$ cat src/sbt_pkg.sv
`default_nettype none
package sbt_pkg;

  localparam int POSITION_BITS_DEFAULT = 16;
  localparam int QUEUE_DEPTH_DEFAULT = 4;
  localparam int FIELD_BITS = 16;

  localparam logic [5:0] TT_NONE    = 6'd0;
  localparam logic [5:0] TT_END     = 6'd0;
  localparam logic [5:0] TT_CLN     = 6'd1;
  localparam logic [5:0] TT_SEMI    = 6'd2;
  localparam logic [5:0] TT_QUEST   = 6'd3;
  localparam logic [5:0] TT_LPAR    = 6'd4;
  localparam logic [5:0] TT_RPAR    = 6'd5;
  localparam logic [5:0] TT_ASSIGN  = 6'd6;
  localparam logic [5:0] TT_EQ      = 6'd7;
  localparam logic [5:0] TT_BOR     = 6'd8;
  localparam logic [5:0] TT_LOR     = 6'd9;
  localparam logic [5:0] TT_BAND    = 6'd10;
  localparam logic [5:0] TT_LAND    = 6'd11;
  localparam logic [5:0] TT_XOR     = 6'd12;
  localparam logic [5:0] TT_NOT     = 6'd13;
  localparam logic [5:0] TT_NE      = 6'd14;
  localparam logic [5:0] TT_LT      = 6'd15;
  localparam logic [5:0] TT_LE      = 6'd16;
  localparam logic [5:0] TT_SHL     = 6'd17;
  localparam logic [5:0] TT_GT      = 6'd18;
  localparam logic [5:0] TT_GE      = 6'd19;
  localparam logic [5:0] TT_SHR     = 6'd20;
  localparam logic [5:0] TT_PLUS    = 6'd21;
  localparam logic [5:0] TT_INC     = 6'd22;
  localparam logic [5:0] TT_SUB     = 6'd23;
  localparam logic [5:0] TT_DEC     = 6'd24;
  localparam logic [5:0] TT_STAR    = 6'd25;
  localparam logic [5:0] TT_SLASH   = 6'd26;
  localparam logic [5:0] TT_PERCENT = 6'd27;
  localparam logic [5:0] TT_BITNOT  = 6'd28;
  localparam logic [5:0] TT_IDENT   = 6'd29;
  localparam logic [5:0] TT_INT     = 6'd30;
  localparam logic [5:0] TT_KW_VAR  = 6'd31;
  localparam logic [5:0] TT_KW_IF   = 6'd32;
  localparam logic [5:0] TT_KW_ELSE = 6'd33;
  localparam logic [5:0] TT_KW_GOTO = 6'd34;
  localparam logic [5:0] TT_KW_PRINT = 6'd35;
  localparam logic [5:0] TT_ERROR   = 6'd36;

  localparam logic [7:0] CH_NEWLINE = 8'h0A;
  localparam logic [7:0] CH_UNDER   = "_";

  typedef enum logic [2:0] {
    CL_SPACE,
    CL_SINGLE,
    CL_PAIR,
    CL_ALPHA,
    CL_DIGIT,
    CL_UNDER,
    CL_OTHER
  } cls_t;

  typedef struct packed {
    logic       eos;
    cls_t       cls;
    logic [5:0] op;
    logic [7:0] chr;
  } item_t;

  typedef struct packed {
    logic [5:0]            ttype;
    logic [FIELD_BITS-1:0] sidx;
    logic [FIELD_BITS-1:0] sline;
    logic [FIELD_BITS-1:0] scol;
    logic [FIELD_BITS-1:0] eidx;
    logic                  last;
  } tok_t;

  typedef logic [4:0][7:0] word_t;

  function automatic cls_t classify(input logic [7:0] b);
    cls_t c;
    c = CL_OTHER;
    if (b inside {8'h20, [8'h09:8'h0D]}) c = CL_SPACE;
    else if (b inside {":", ";", "?", "(", ")", "^", "*", "/", "%", "~"}) c = CL_SINGLE;
    else if (b inside {"=", "|", "&", "!", "<", ">", "+", "-"}) c = CL_PAIR;
    else if (b inside {["a":"z"], ["A":"Z"]}) c = CL_ALPHA;
    else if (b inside {["0":"9"]}) c = CL_DIGIT;
    else if (b == CH_UNDER) c = CL_UNDER;
    return c;
  endfunction

  function automatic logic [5:0] op_code(input logic [7:0] b);
    logic [5:0] t;
    case (b)
      ":":     t = TT_CLN;
      ";":     t = TT_SEMI;
      "?":     t = TT_QUEST;
      "(":     t = TT_LPAR;
      ")":     t = TT_RPAR;
      "^":     t = TT_XOR;
      "*":     t = TT_STAR;
      "/":     t = TT_SLASH;
      "%":     t = TT_PERCENT;
      "~":     t = TT_BITNOT;
      "=":     t = TT_ASSIGN;
      "|":     t = TT_BOR;
      "&":     t = TT_BAND;
      "!":     t = TT_NOT;
      "<":     t = TT_LT;
      ">":     t = TT_GT;
      "+":     t = TT_PLUS;
      "-":     t = TT_SUB;
      default: t = TT_NONE;
    endcase
    return t;
  endfunction

  function automatic logic [5:0] pair_second(input logic [5:0] first, input logic [7:0] b);
    logic [5:0] t;
    t = TT_NONE;
    case (first)
      TT_ASSIGN: if (b == "=") t = TT_EQ;
      TT_BOR:    if (b == "|") t = TT_LOR;
      TT_BAND:   if (b == "&") t = TT_LAND;
      TT_NOT:    if (b == "=") t = TT_NE;
      TT_LT:     if (b == "=") t = TT_LE; else if (b == "<") t = TT_SHL;
      TT_GT:     if (b == "=") t = TT_GE; else if (b == ">") t = TT_SHR;
      TT_PLUS:   if (b == "+") t = TT_INC;
      TT_SUB:    if (b == "-") t = TT_DEC;
      default:   t = TT_NONE;
    endcase
    return t;
  endfunction

  function automatic logic [5:0] word_type(input word_t w, input logic [2:0] len);
    logic [5:0] t;
    t = TT_IDENT;
    if (len == 3'd3 && w[0] == "v" && w[1] == "a" && w[2] == "r") t = TT_KW_VAR;
    else if (len == 3'd2 && w[0] == "i" && w[1] == "f") t = TT_KW_IF;
    else if (len == 3'd4 && w[0] == "e" && w[1] == "l" && w[2] == "s" && w[3] == "e")
      t = TT_KW_ELSE;
    else if (len == 3'd4 && w[0] == "g" && w[1] == "o" && w[2] == "t" && w[3] == "o")
      t = TT_KW_GOTO;
    else if (len == 3'd5 && w[0] == "p" && w[1] == "r" && w[2] == "i" && w[3] == "n" &&
             w[4] == "t")
      t = TT_KW_PRINT;
    return t;
  endfunction

endpackage
`default_nettype wire

$ cat src/source_byte_tokenizer_core.sv
// Path: each byte is stored in the byte queue; its tokens leave through the output register.
// Throughput: one byte per cycle while the output is taken; a byte that closes two
// tokens (a flush plus a new token, or a flush plus the end token) holds the lexer
// while the spill slot drains through the output register.
// Reset: synchronous, active high; clears the byte queue and the lexer state (not the word and token data registers).
`default_nettype none
module source_byte_tokenizer_core #(
  parameter int POSITION_BITS = sbt_pkg::POSITION_BITS_DEFAULT,
  parameter int QUEUE_DEPTH   = sbt_pkg::QUEUE_DEPTH_DEFAULT
) (
  input  wire logic        clk,
  input  wire logic        rst,
  input  wire logic        s_tvalid,
  output logic             s_tready,
  input  wire logic [7:0]  s_tdata,  // [7:0] byte_req
  input  wire logic        s_tuser,  // [0] kind
  output logic             m_tvalid,
  input  wire logic        m_tready,
  output logic [71:0]      m_tdata,  // [5:0] type, [21:6] start_index,
                                     // [37:22] start_line, [53:38] start_column,
                                     // [69:54] end_index, [71:70] zero
  output logic             m_tlast   // last
);

  localparam int IW = $bits(sbt_pkg::item_t);

  logic           q_full;
  logic           q_wr;
  sbt_pkg::item_t q_wr_item;
  logic           q_rd;
  logic           q_valid;
  logic [IW-1:0]  q_rd_data;
  sbt_pkg::item_t q_rd_item;
  sbt_pkg::tok_t  tok;

  sbt_front u_front (
    .s_tvalid (s_tvalid),
    .s_tready (s_tready),
    .s_tdata  (s_tdata),
    .s_tuser  (s_tuser),
    .q_full   (q_full),
    .q_wr     (q_wr),
    .q_item   (q_wr_item)
  );

  sbt_queue #(
    .WIDTH (IW),
    .DEPTH (QUEUE_DEPTH)
  ) u_queue (
    .clk      (clk),
    .rst      (rst),
    .wr_en    (q_wr),
    .wr_data  (q_wr_item),
    .full     (q_full),
    .rd_en    (q_rd),
    .rd_data  (q_rd_data),
    .rd_valid (q_valid)
  );

  assign q_rd_item = sbt_pkg::item_t'(q_rd_data);

  sbt_lexer #(
    .POSITION_BITS (POSITION_BITS)
  ) u_lexer (
    .clk      (clk),
    .rst      (rst),
    .q_valid  (q_valid),
    .q_item   (q_rd_item),
    .q_rd     (q_rd),
    .m_tvalid (m_tvalid),
    .m_tready (m_tready),
    .m_tok    (tok)
  );

  assign m_tdata = {2'b00, tok.eidx, tok.scol, tok.sline, tok.sidx, tok.ttype};
  assign m_tlast = tok.last;

endmodule
`default_nettype wire

$ cat src/sbt_queue.sv
`default_nettype none
module sbt_queue #(
  parameter int WIDTH = 16,
  parameter int DEPTH = 4
) (
  input  wire logic             clk,
  input  wire logic             rst,
  input  wire logic             wr_en,
  input  wire logic [WIDTH-1:0] wr_data,
  output logic                  full,
  input  wire logic             rd_en,
  output logic [WIDTH-1:0]      rd_data,
  output logic                  rd_valid
);

  localparam int AW = (DEPTH > 1) ? $clog2(DEPTH) : 1;
  localparam int CW = $clog2(DEPTH + 1);
  localparam logic [AW-1:0] LAST_PTR = AW'(DEPTH - 1);
  localparam logic [CW-1:0] FULL_COUNT = CW'(DEPTH);

  logic [WIDTH-1:0] mem [DEPTH];
  logic [AW-1:0]    wr_ptr;
  logic [AW-1:0]    rd_ptr;
  logic [CW-1:0]    count;
  logic             do_wr;
  logic             do_rd;

  assign full     = (count == FULL_COUNT);
  assign rd_valid = (count != '0);
  assign rd_data  = mem[rd_ptr];
  assign do_wr    = wr_en && !full;
  assign do_rd    = rd_en && rd_valid;

  always_ff @(posedge clk) begin
    if (do_wr) begin
      mem[wr_ptr] <= wr_data;
    end
  end

  always_ff @(posedge clk) begin
    if (rst) begin
      wr_ptr <= '0;
      rd_ptr <= '0;
      count  <= '0;
    end else begin
      if (do_wr) begin
        wr_ptr <= (wr_ptr == LAST_PTR) ? '0 : wr_ptr + 1'b1;
      end
      if (do_rd) begin
        rd_ptr <= (rd_ptr == LAST_PTR) ? '0 : rd_ptr + 1'b1;
      end
      if (do_wr && !do_rd) begin
        count <= count + 1'b1;
      end else if (do_rd && !do_wr) begin
        count <= count - 1'b1;
      end
    end
  end

endmodule
`default_nettype wire

$ cat src/sbt_front.sv
`default_nettype none
module sbt_front (
  input  wire logic       s_tvalid,
  output logic            s_tready,
  input  wire logic [7:0] s_tdata,
  input  wire logic       s_tuser,
  input  wire logic       q_full,
  output logic            q_wr,
  output sbt_pkg::item_t  q_item
);

  assign s_tready = !q_full;
  assign q_wr     = s_tvalid && !q_full;

  always_comb begin
    q_item.eos = s_tuser || (s_tdata == 8'h00);
    q_item.cls = sbt_pkg::classify(s_tdata);
    q_item.op  = sbt_pkg::op_code(s_tdata);
    q_item.chr = s_tdata;
  end

endmodule
`default_nettype wire

$ cat src/sbt_lexer.sv
`default_nettype none
module sbt_lexer #(
  parameter int POSITION_BITS = sbt_pkg::POSITION_BITS_DEFAULT
) (
  input  wire logic            clk,
  input  wire logic            rst,
  input  wire logic            q_valid,
  input  wire sbt_pkg::item_t  q_item,
  output logic                 q_rd,
  output logic                 m_tvalid,
  input  wire logic            m_tready,
  output sbt_pkg::tok_t        m_tok
);

  localparam int PB = POSITION_BITS;
  localparam logic [PB-1:0] POS_MAX = '1;
  localparam logic [PB-1:0] POS_ONE = PB'(1);

  logic [5:0]     pend;
  logic [PB-1:0]  tok_idx, tok_line, tok_col;
  logic [PB-1:0]  cur_idx, cur_line, cur_col;
  sbt_pkg::word_t word_chars;
  logic [2:0]     word_length;
  logic           halted;

  logic [5:0]     pend_next;
  logic [PB-1:0]  tok_idx_next, tok_line_next, tok_col_next;
  logic [PB-1:0]  cur_idx_next, cur_line_next, cur_col_next;
  sbt_pkg::word_t word_chars_next;
  logic [2:0]     word_length_next;
  logic           halted_next;

  logic           out_valid;
  logic           spill_valid;
  sbt_pkg::tok_t  spill_tok;
  logic           out_free;

  logic           f_valid, g_valid;
  sbt_pkg::tok_t  f_tok, g_tok;

  function automatic logic [PB-1:0] sat_inc(input logic [PB-1:0] v);
    return (v == POS_MAX) ? v : v + 1'b1;
  endfunction

  function automatic sbt_pkg::tok_t mk_tok(input logic [5:0] t, input logic [PB-1:0] si,
                                           input logic [PB-1:0] sl, input logic [PB-1:0] sc,
                                           input logic [PB-1:0] ei);
    sbt_pkg::tok_t r;
    r.ttype = t;
    r.sidx  = sbt_pkg::FIELD_BITS'(si);
    r.sline = sbt_pkg::FIELD_BITS'(sl);
    r.scol  = sbt_pkg::FIELD_BITS'(sc);
    r.eidx  = sbt_pkg::FIELD_BITS'(ei);
    r.last  = 1'b0;
    return r;
  endfunction

  assign out_free = !out_valid || m_tready;
  assign q_rd     = q_valid && !spill_valid && out_free;
  assign m_tvalid = out_valid;

  always_comb begin
    logic [PB-1:0] adv_idx, adv_line, adv_col;
    logic [5:0]    flush_t, sec;
    logic          is_nl, cont_word, do_flush, done;
    sbt_pkg::cls_t c;

    pend_next        = pend;
    tok_idx_next     = tok_idx;
    tok_line_next    = tok_line;
    tok_col_next     = tok_col;
    cur_idx_next     = cur_idx;
    cur_line_next    = cur_line;
    cur_col_next     = cur_col;
    word_chars_next  = word_chars;
    word_length_next = word_length;
    halted_next      = halted;
    f_valid = 1'b0;
    g_valid = 1'b0;
    f_tok   = '0;
    g_tok   = '0;

    c         = q_item.cls;
    is_nl     = (q_item.chr == sbt_pkg::CH_NEWLINE);
    adv_idx   = sat_inc(cur_idx);
    adv_line  = is_nl ? sat_inc(cur_line) : cur_line;
    adv_col   = is_nl ? POS_ONE : sat_inc(cur_col);
    flush_t   = (pend == sbt_pkg::TT_IDENT) ? sbt_pkg::word_type(word_chars, word_length)
                                            : pend;
    cont_word = (c == sbt_pkg::CL_ALPHA) || (c == sbt_pkg::CL_DIGIT) ||
                (c == sbt_pkg::CL_UNDER);
    sec       = sbt_pkg::pair_second(pend, q_item.chr);
    do_flush  = 1'b0;
    done      = 1'b0;

    if (q_item.eos) begin
      if (pend != sbt_pkg::TT_NONE) begin
        f_valid = 1'b1;
        f_tok   = mk_tok(flush_t, tok_idx, tok_line, tok_col, cur_idx);
      end
      g_valid = 1'b1;
      g_tok   = mk_tok(sbt_pkg::TT_END, cur_idx, cur_line, cur_col, cur_idx);
      pend_next        = sbt_pkg::TT_NONE;
      tok_idx_next     = '0;
      tok_line_next    = POS_ONE;
      tok_col_next     = POS_ONE;
      cur_idx_next     = '0;
      cur_line_next    = POS_ONE;
      cur_col_next     = POS_ONE;
      word_length_next = '0;
      halted_next      = 1'b0;
    end else if (!halted) begin
      if (pend == sbt_pkg::TT_IDENT) begin
        if (cont_word) begin
          for (int i = 0; i < 5; i++) begin
            if (word_length == 3'(i)) word_chars_next[i] = q_item.chr;
          end
          if (word_length < 3'd6) word_length_next = word_length + 1'b1;
          done = 1'b1;
        end else begin
          do_flush = 1'b1;
        end
      end else if (pend == sbt_pkg::TT_INT) begin
        if (c == sbt_pkg::CL_DIGIT) done = 1'b1;
        else do_flush = 1'b1;
      end else if (pend != sbt_pkg::TT_NONE) begin
        if (sec != sbt_pkg::TT_NONE) begin
          g_valid   = 1'b1;
          g_tok     = mk_tok(sec, tok_idx, tok_line, tok_col, adv_idx);
          pend_next = sbt_pkg::TT_NONE;
          done      = 1'b1;
        end else begin
          do_flush = 1'b1;
        end
      end

      cur_idx_next  = adv_idx;
      cur_line_next = adv_line;
      cur_col_next  = adv_col;

      if (do_flush) begin
        f_valid          = 1'b1;
        f_tok            = mk_tok(flush_t, tok_idx, tok_line, tok_col, cur_idx);
        pend_next        = sbt_pkg::TT_NONE;
        word_length_next = '0;
      end

      if (!done) begin
        tok_idx_next  = cur_idx;
        tok_line_next = cur_line;
        tok_col_next  = cur_col;
        case (c)
          sbt_pkg::CL_SPACE: ;
          sbt_pkg::CL_SINGLE: begin
            g_valid = 1'b1;
            g_tok   = mk_tok(q_item.op, cur_idx, cur_line, cur_col, adv_idx);
          end
          sbt_pkg::CL_PAIR: pend_next = q_item.op;
          sbt_pkg::CL_ALPHA, sbt_pkg::CL_UNDER: begin
            pend_next          = sbt_pkg::TT_IDENT;
            word_chars_next[0] = q_item.chr;
            word_length_next   = 3'd1;
          end
          sbt_pkg::CL_DIGIT: pend_next = sbt_pkg::TT_INT;
          default: begin
            g_valid     = 1'b1;
            g_tok       = mk_tok(sbt_pkg::TT_ERROR, cur_idx, cur_line, cur_col, adv_idx);
            halted_next = 1'b1;
          end
        endcase
      end
    end

    if (g_valid) g_tok.last = 1'b1;
    else if (f_valid) f_tok.last = 1'b1;
  end

  always_ff @(posedge clk) begin
    if (q_rd) begin
      word_chars <= word_chars_next;
    end
    if (spill_valid && out_free) begin
      m_tok <= spill_tok;
    end else if (q_rd) begin
      if (f_valid) m_tok <= f_tok;
      else if (g_valid) m_tok <= g_tok;
      if (f_valid && g_valid) spill_tok <= g_tok;
    end
  end

  always_ff @(posedge clk) begin
    if (rst) begin
      pend        <= sbt_pkg::TT_NONE;
      tok_idx     <= '0;
      tok_line    <= POS_ONE;
      tok_col     <= POS_ONE;
      cur_idx     <= '0;
      cur_line    <= POS_ONE;
      cur_col     <= POS_ONE;
      word_length <= '0;
      halted      <= 1'b0;
      out_valid   <= 1'b0;
      spill_valid <= 1'b0;
    end else begin
      if (q_rd) begin
        pend        <= pend_next;
        tok_idx     <= tok_idx_next;
        tok_line    <= tok_line_next;
        tok_col     <= tok_col_next;
        cur_idx     <= cur_idx_next;
        cur_line    <= cur_line_next;
        cur_col     <= cur_col_next;
        word_length <= word_length_next;
        halted      <= halted_next;
      end
      if (spill_valid && out_free) begin
        out_valid   <= 1'b1;
        spill_valid <= 1'b0;
      end else if (q_rd && (f_valid || g_valid)) begin
        out_valid   <= 1'b1;
        spill_valid <= f_valid && g_valid;
      end else if (m_tready) begin
        out_valid <= 1'b0;
      end
    end
  end

endmodule
`default_nettype wire

$ cat config.mk
export PLATFORM = sky130hd
export DESIGN_NAME = source_byte_tokenizer_core
export DESIGN_NICKNAME = d
export VERILOG_FILES = /design/src/sbt_pkg.sv /design/src/source_byte_tokenizer_core.sv /design/src/sbt_queue.sv /design/src/sbt_front.sv /design/src/sbt_lexer.sv
export SDC_FILE = /design/constraint.sdc
export NUM_CORES = 1
export LEC_CHECK = 0
export BUFFER_PORTS_ARGS = -buffer_cell sky130_fd_sc_hd__clkbuf_2
export CAP_MARGIN = 20
export CORE_ASPECT_RATIO = 2
export CORE_MARGIN = 1
export CORE_UTILIZATION = 56
export CTS_CLUSTER_SIZE = 14
export DETAILED_ROUTE_END_ITERATION = 10
export GPL_ROUTABILITY_DRIVEN = 0
export PLACE_DENSITY = 0.77
export SETUP_SLACK_MARGIN = 0.15
export SLEW_MARGIN = 20
export SYNTH_ARGS = -nofsm -noshare
export SYNTH_HDL_FRONTEND = slang
export SYNTH_SLANG_ARGS = --single-unit
$ cat constraint.sdc
create_clock -name clk -period 6.3 [get_ports clk]
set_input_delay 0.315 -clock clk [delete_from_list [all_inputs] [get_ports clk]]
set_output_delay 0.315 -clock clk [all_outputs]
set_load 0.02 [all_outputs]
Yosys cells after proc, flatten, opt, wreduce, memory -nomap -nowiden
Memory sizes are Yosys's and may differ from the RTL's. A register that Yosys moved wholly into a read port is not among the register bits.
Index checks and enable logic that the tools add are counted.
Word-level totals
  latch bits: 0
  memories kept: 1
  bits in read-only memories: 0
  memory bits (writable): 68
  input bits: 13
  register bits after elaboration: 297
Memory list
  u_queue.mem: depth 4, bits a word 17, read ports 1, clocked after memory_dff 1, write ports 1, RTL line sbt_queue.sv:21  | logic [WIDTH-1:0] mem [DEPTH];
Cells by class
  magnitude comparators: 9
  multiplexer cells: 125
  shift-type cells: 0
  $mul: 0
  bitwise logic cells: 3
  reductions and logical operators: 72
  equal/unequal tests: 76
  add/sub/neg operators: 8
  div/mod/pow operators: 0
Operator list (number)
  $mux 71: 15
  $mux 16: 20
  $eq 8x7->1 const B: 23
  $eq 8x6->1 const B: 22
  $pmux 71 s2: 1
  $mux 6: 16
  $pmux 5 s18: 1
  $add 16x1->16 const B: 3
  $eq 16x16->1 const B: 3
  $mux 3: 16
  $pmux 6 s8: 1
  $mux 8: 5
  $mux 1: 37
  $logic_and 1x1->1: 32
  $eq 6x5->1 const B: 5
  $eq 6x4->1 const B: 4
  $reduce_and 6->1: 4
  $mux 5: 4
  $pmux 6 s3: 1
  $ge 8x7->1 const B: 2
  $le 8x7->1 const B: 2
  $eq 3x3->1 const B: 5
  $eq 3x2->1 const B: 4
  $mux 4: 3
  31 further kinds: 64

Logic depth before layout (Yosys ltp)
  depth after elaboration: 19
  gate-level depth with buffers: 16
  gate-level depth less buffers: 12

Cells and area by module
A second synthesis with hierarchy kept.
Unflattened totals
  cell total of the unflattened synthesis: 1456
  area total of the unflattened synthesis: 17342.9 um^2
Modules (own cells, without submodules)
  sbt_lexer: seq. area each 7627.3 um^2, area each 13526.7 um^2, cells an instance 1200, times used 1
  sbt_queue: seq. area each 2342.2 um^2, area each 3100.5 um^2, cells an instance 144, times used 1
  sbt_front: seq. area each 0.0 um^2, area each 696.9 um^2, cells an instance 109, times used 1
  source_byte_tokenizer_core: seq. area each 0.0 um^2, area each 18.8 um^2, cells an instance 3, times used 1

Worst setup path after synthesis
No wires, ideal clock.
  path kind: register to register
  start point: register (tool-made name)
  end point: register u_lexer.m_tok[0] (netlist name), enable pin
  path buffers: 4
  cell stages (with the launch flop): 13
  data required time: 5.769 ns
  period minus slack after synthesis: 6.804 ns
  data arrival time: 6.273 ns
  path slack: -0.504 ns
  path through: dfxtp_1 buf_6 buf_6 mux4_2 buf_4 and3_1 o2111ai_1 a31o_2 buf_2 inv_1 nor3_2 nand2_1 o221ai_1
RTL lines
  end signal, assigned: RTL line sbt_lexer.sv:183  | m_tok <= spill_tok;
  end signal, assigned: RTL line sbt_lexer.sv:185  | if (f_valid) m_tok <= f_tok;
  end signal, assigned: RTL line sbt_lexer.sv:186  | else if (g_valid) m_tok <= g_tok;
  end, declared: RTL line sbt_lexer.sv:12  | output sbt_pkg::tok_t m_tok

==> run_results.csv <==
group,metric,value,unit
status,run_status,"complete, no violations",
clock_tree,clock-root-buffer,"clkbuf_16",
floorplanning,die_h,253,um
sta,finalSetupViolations,0,
floorplanning,dieArea,32300,um^2
clock_tree,cts_resized,0,
routing,wl,44.4,mm
sta,final-max-slew-violation-count,0,
grt,grt_max_degree,101,
power_and_ir_drop,total_power,9.23,mW
routing,drt_iter0_drc,1131,
worst_setup_path,critPathKind,"flop to flop",
synth,synth_top_area_cell,"edfxtp_1",
sta,whs,0.0355,ns
synth,ys.flop_type,"edfxtp_1",
floorplanning,initial_utilization,0.571,
finish,syn_to_final_growth,8.84,%
power_and_ir_drop,combPwrFrac,0.405,
power_and_ir_drop,p_clk_frac,0.198,
grt,grt_pass1_vias,12947,
synth,synth_warnings,0,
synth,synth_area_leaders,"edfxtp_1, dfxtp_1, nor2_1",
sta,setup_ws,1.24,ns
sta,worst_slew_pin_slew,1.22,ns
clock_tree,htreeDepth,1,
power_and_ir_drop,p_leak,6.86,nW
power_and_ir_drop,seqPwrFrac,0.397,
power_and_ir_drop,ir_worst_vdd,0.389,mV
finish,antennaDiodeCount,0,
placed_design,dp_hpwl,29.4,mm
power_and_ir_drop,intPower,5.47,mW
sta,finalSetupTns,0,ns
synth,async_flop_share,0,
job,maxCapViolCount,0,
sta,rsz0062_at_grt,"no",
power_and_ir_drop,switching_power,3.76,mW
clock_tree,cts.sinks,367,
routing,dr.pass1.iters,5,
clock_tree,clockBufferDepth,3,
synth,synth_cells,1614,
routing,drc_errors,0,
synth,synth_top_area_frac,0.424,
synth,synth_area_per_cell,11.0,um^2
grt,grt_pass1_wl,69.4,mm
grt,track_usage,0.278,
placed_design,pre_cts_slack,1.33,ns
worst_setup_path,critPathArrivalTime,5.31,ns
synth,synth_commonest_cells,"edfxtp_1, nor2_1, dfxtp_1",
clock_tree,clk_pin_slew,0.07,ns
power_and_ir_drop,p_per_area,480,nW/um^2
floorplanning,io_pins,88,
routing,viasPerCell,6.36,
sta,slew_headroom,0.172,
synth,ys_ff_latch,367,
clock_tree,clkLatencyLatePin,0.58,ns
power_and_ir_drop,sw_frac_of_total,0.407,
synth,netlist_area,17700,um^2
min_path,hp-class,"primary input to flop",
grt,antenna_found_initial,0,
finish,final_nets,1657,
worst_setup_path,crit_fanout,53,
synth,synth_enable_flop_cells,250,
synth,synth_cell_types,91,
floorplanning,coreArea,31000,um^2
floorplanning,die_x,128,um
finish,utilization,0.622,
finish,drive_gt1_frac,0.125,
placed_design,io_buffer_count,85,
routing,drtAntennaViolNets,0,
worst_setup_path,critPathLaunchType,"flop",
routing,routed-via-count,13157,
floorplanning,fp-row-count,91,
finish,n_fill_cell,2542,
clock_tree,cts_buffers,31,
sta,hold_violations,0,
worst_setup_path,crit_required,6.55,ns
sta,timing.final.crit_period,5.06,ns
sta,fin_skew,0.0149,ns
min_path,worstHoldStart,"s_tdata[7]",
synth,seq_area_frac_synth,0.557,
routing,avgRoutedWirePerCell,21.4,um
clock_tree,tritoncts,"yes",
sta,timing.fmax,198,MHz
grt,overflow,0,
synth,synth.most_common_cell,"edfxtp_1",
sta,min_period_over_period,0.802,
worst_setup_path,critPathCaptureType,"flop",
[critical path, stage by stage (launching register included)]
cell,delay [ns]
dfxtp_1,0.87
mux4_2,0.77
nand4bb_1,0.50
or2_2,0.45
a31o_2,0.36
and3_1,0.30
a21oi_2,0.19
nor2_1,0.15
o221ai_4,0.70
buf_12,0.36
[path summary, 6_finish.rpt]
path                            end  slack [ns]  cells after the start
setup / recovery  u_lexer.m_tok[21]        1.24                      9
hold / removal    u_queue.mem[0][7]        0.04                      1
setup reg to reg  u_lexer.m_tok[21]        1.24                      9
hold reg to reg                flop        0.50                      2
[what timing repair did]
item / 4_1_cts / 5_1_grt
hold buffers: 1 / 0
hold endpoints to repair: 4 / 0
setup buffers: 0 / 0
[cell type report]
type | count | area [um^2] | area share
Multi-Input combinational cell | 1089 | 7210 | 0.374
Timing Repair Buffer | 105 | 603 | 0.0313
Tap cell | 418 | 523 | 0.0272
Clock buffer | 56 | 925 | 0.0480
Clock inverter | 2 | 17.5 | 0.000910
Inverter | 33 | 124 | 0.00643
Sequential cell | 367 | 9850 | 0.512
[state kept, by name (all words and copies together) (netlist names), named ones only]
name	cells
u_lexer.pend	6
u_lexer.halted	1
u_lexer.m_tok	71
u_lexer.spill_valid	1
u_queue.count	3
u_lexer.m_tvalid	1
u_lexer.tok_line	16
u_queue.wr_ptr	2
u_lexer.spill_tok	71
u_lexer.word_length	3
u_lexer.cur_idx	16
u_queue.mem	68
u_lexer.tok_idx	16
u_lexer.word_chars	40
u_lexer.cur_col	16
u_queue.rd_ptr	2
u_lexer.tok_col	16
u_lexer.cur_line	16
[routing by layer]
| metal | wire length [um] | global-route usage | vias to the layer above |
|---|---|---|---|
| met3 | 2280 | 0.0315 | 189 |
| met4 | 3080 | 0.187 | 0 |
| met1 | 15600 | 0.296 | 6322 |
| met5 | 0 | 0 | - |
| li1 | - | - | 6085 |
| met2 | 23400 | 0.509 | 561 |
[cell families after synthesis]
group | after synthesis | share of synthesized area
fa+ha+maj | 17 | 0.0125
buf+inv | 159 | 0.0396
mux | 86 | 0.0613
xor+xnor | 32 | 0.0158
flops | 367 | 0.557
compound gates | 406 | 0.159
simple gates | 546 | 0.154
other cells | 1 | 0.000212
[power groups by stage]
| stage | logic (mW) | clock network (mW) | registers (mW) |
|---|---|---|---|
| after floorplan | 2.36 | 0 | 3.93 |
| after global placement | 3.64 | 0 | 3.70 |
| after detailed placement | 3.70 | 0 | 3.71 |
| after CTS | 3.72 | 1.85 | 3.66 |
| after global routing | 3.98 | 1.93 | 3.71 |
| final | 3.74 | 1.83 | 3.67 |
[stage by stage]
stage,cells,instance area (um^2)
after floorplan,1615,17700
after global placement,2011,18300
after detailed placement,2011,18300
after CTS,2070,19200
after global routing,2070,19200
final,2070,19200
[placed cells by master, fill, tap and decap left out, types with 8 or more instances in the layout]
cell / instances
nor2_1: 214
dfxtp_1: 117
nor4_1: 16
nand4b_1: 8
nand2_1: 88
nand4_1: 27
a31oi_1: 54
nor3_1: 32
mux2i_1: 60
o21a_1: 42
nand3_1: 32
and2_1: 11
a21oi_1: 113
and3_1: 19
a21o_1: 13
buf_4: 17
clkbuf_1: 18
mux2_2: 9
inv_1: 30
nor2b_1: 11
nand2b_1: 13
clkbuf_16: 31
o21ai_0: 34
xnor2_1: 16
a22oi_1: 12
clkbuf_2: 85
mux4_2: 17
edfxtp_1: 250
ha_1: 16
a22o_1: 57
xor2_1: 16
or3_1: 21
(Power assumes the default switching activity.)
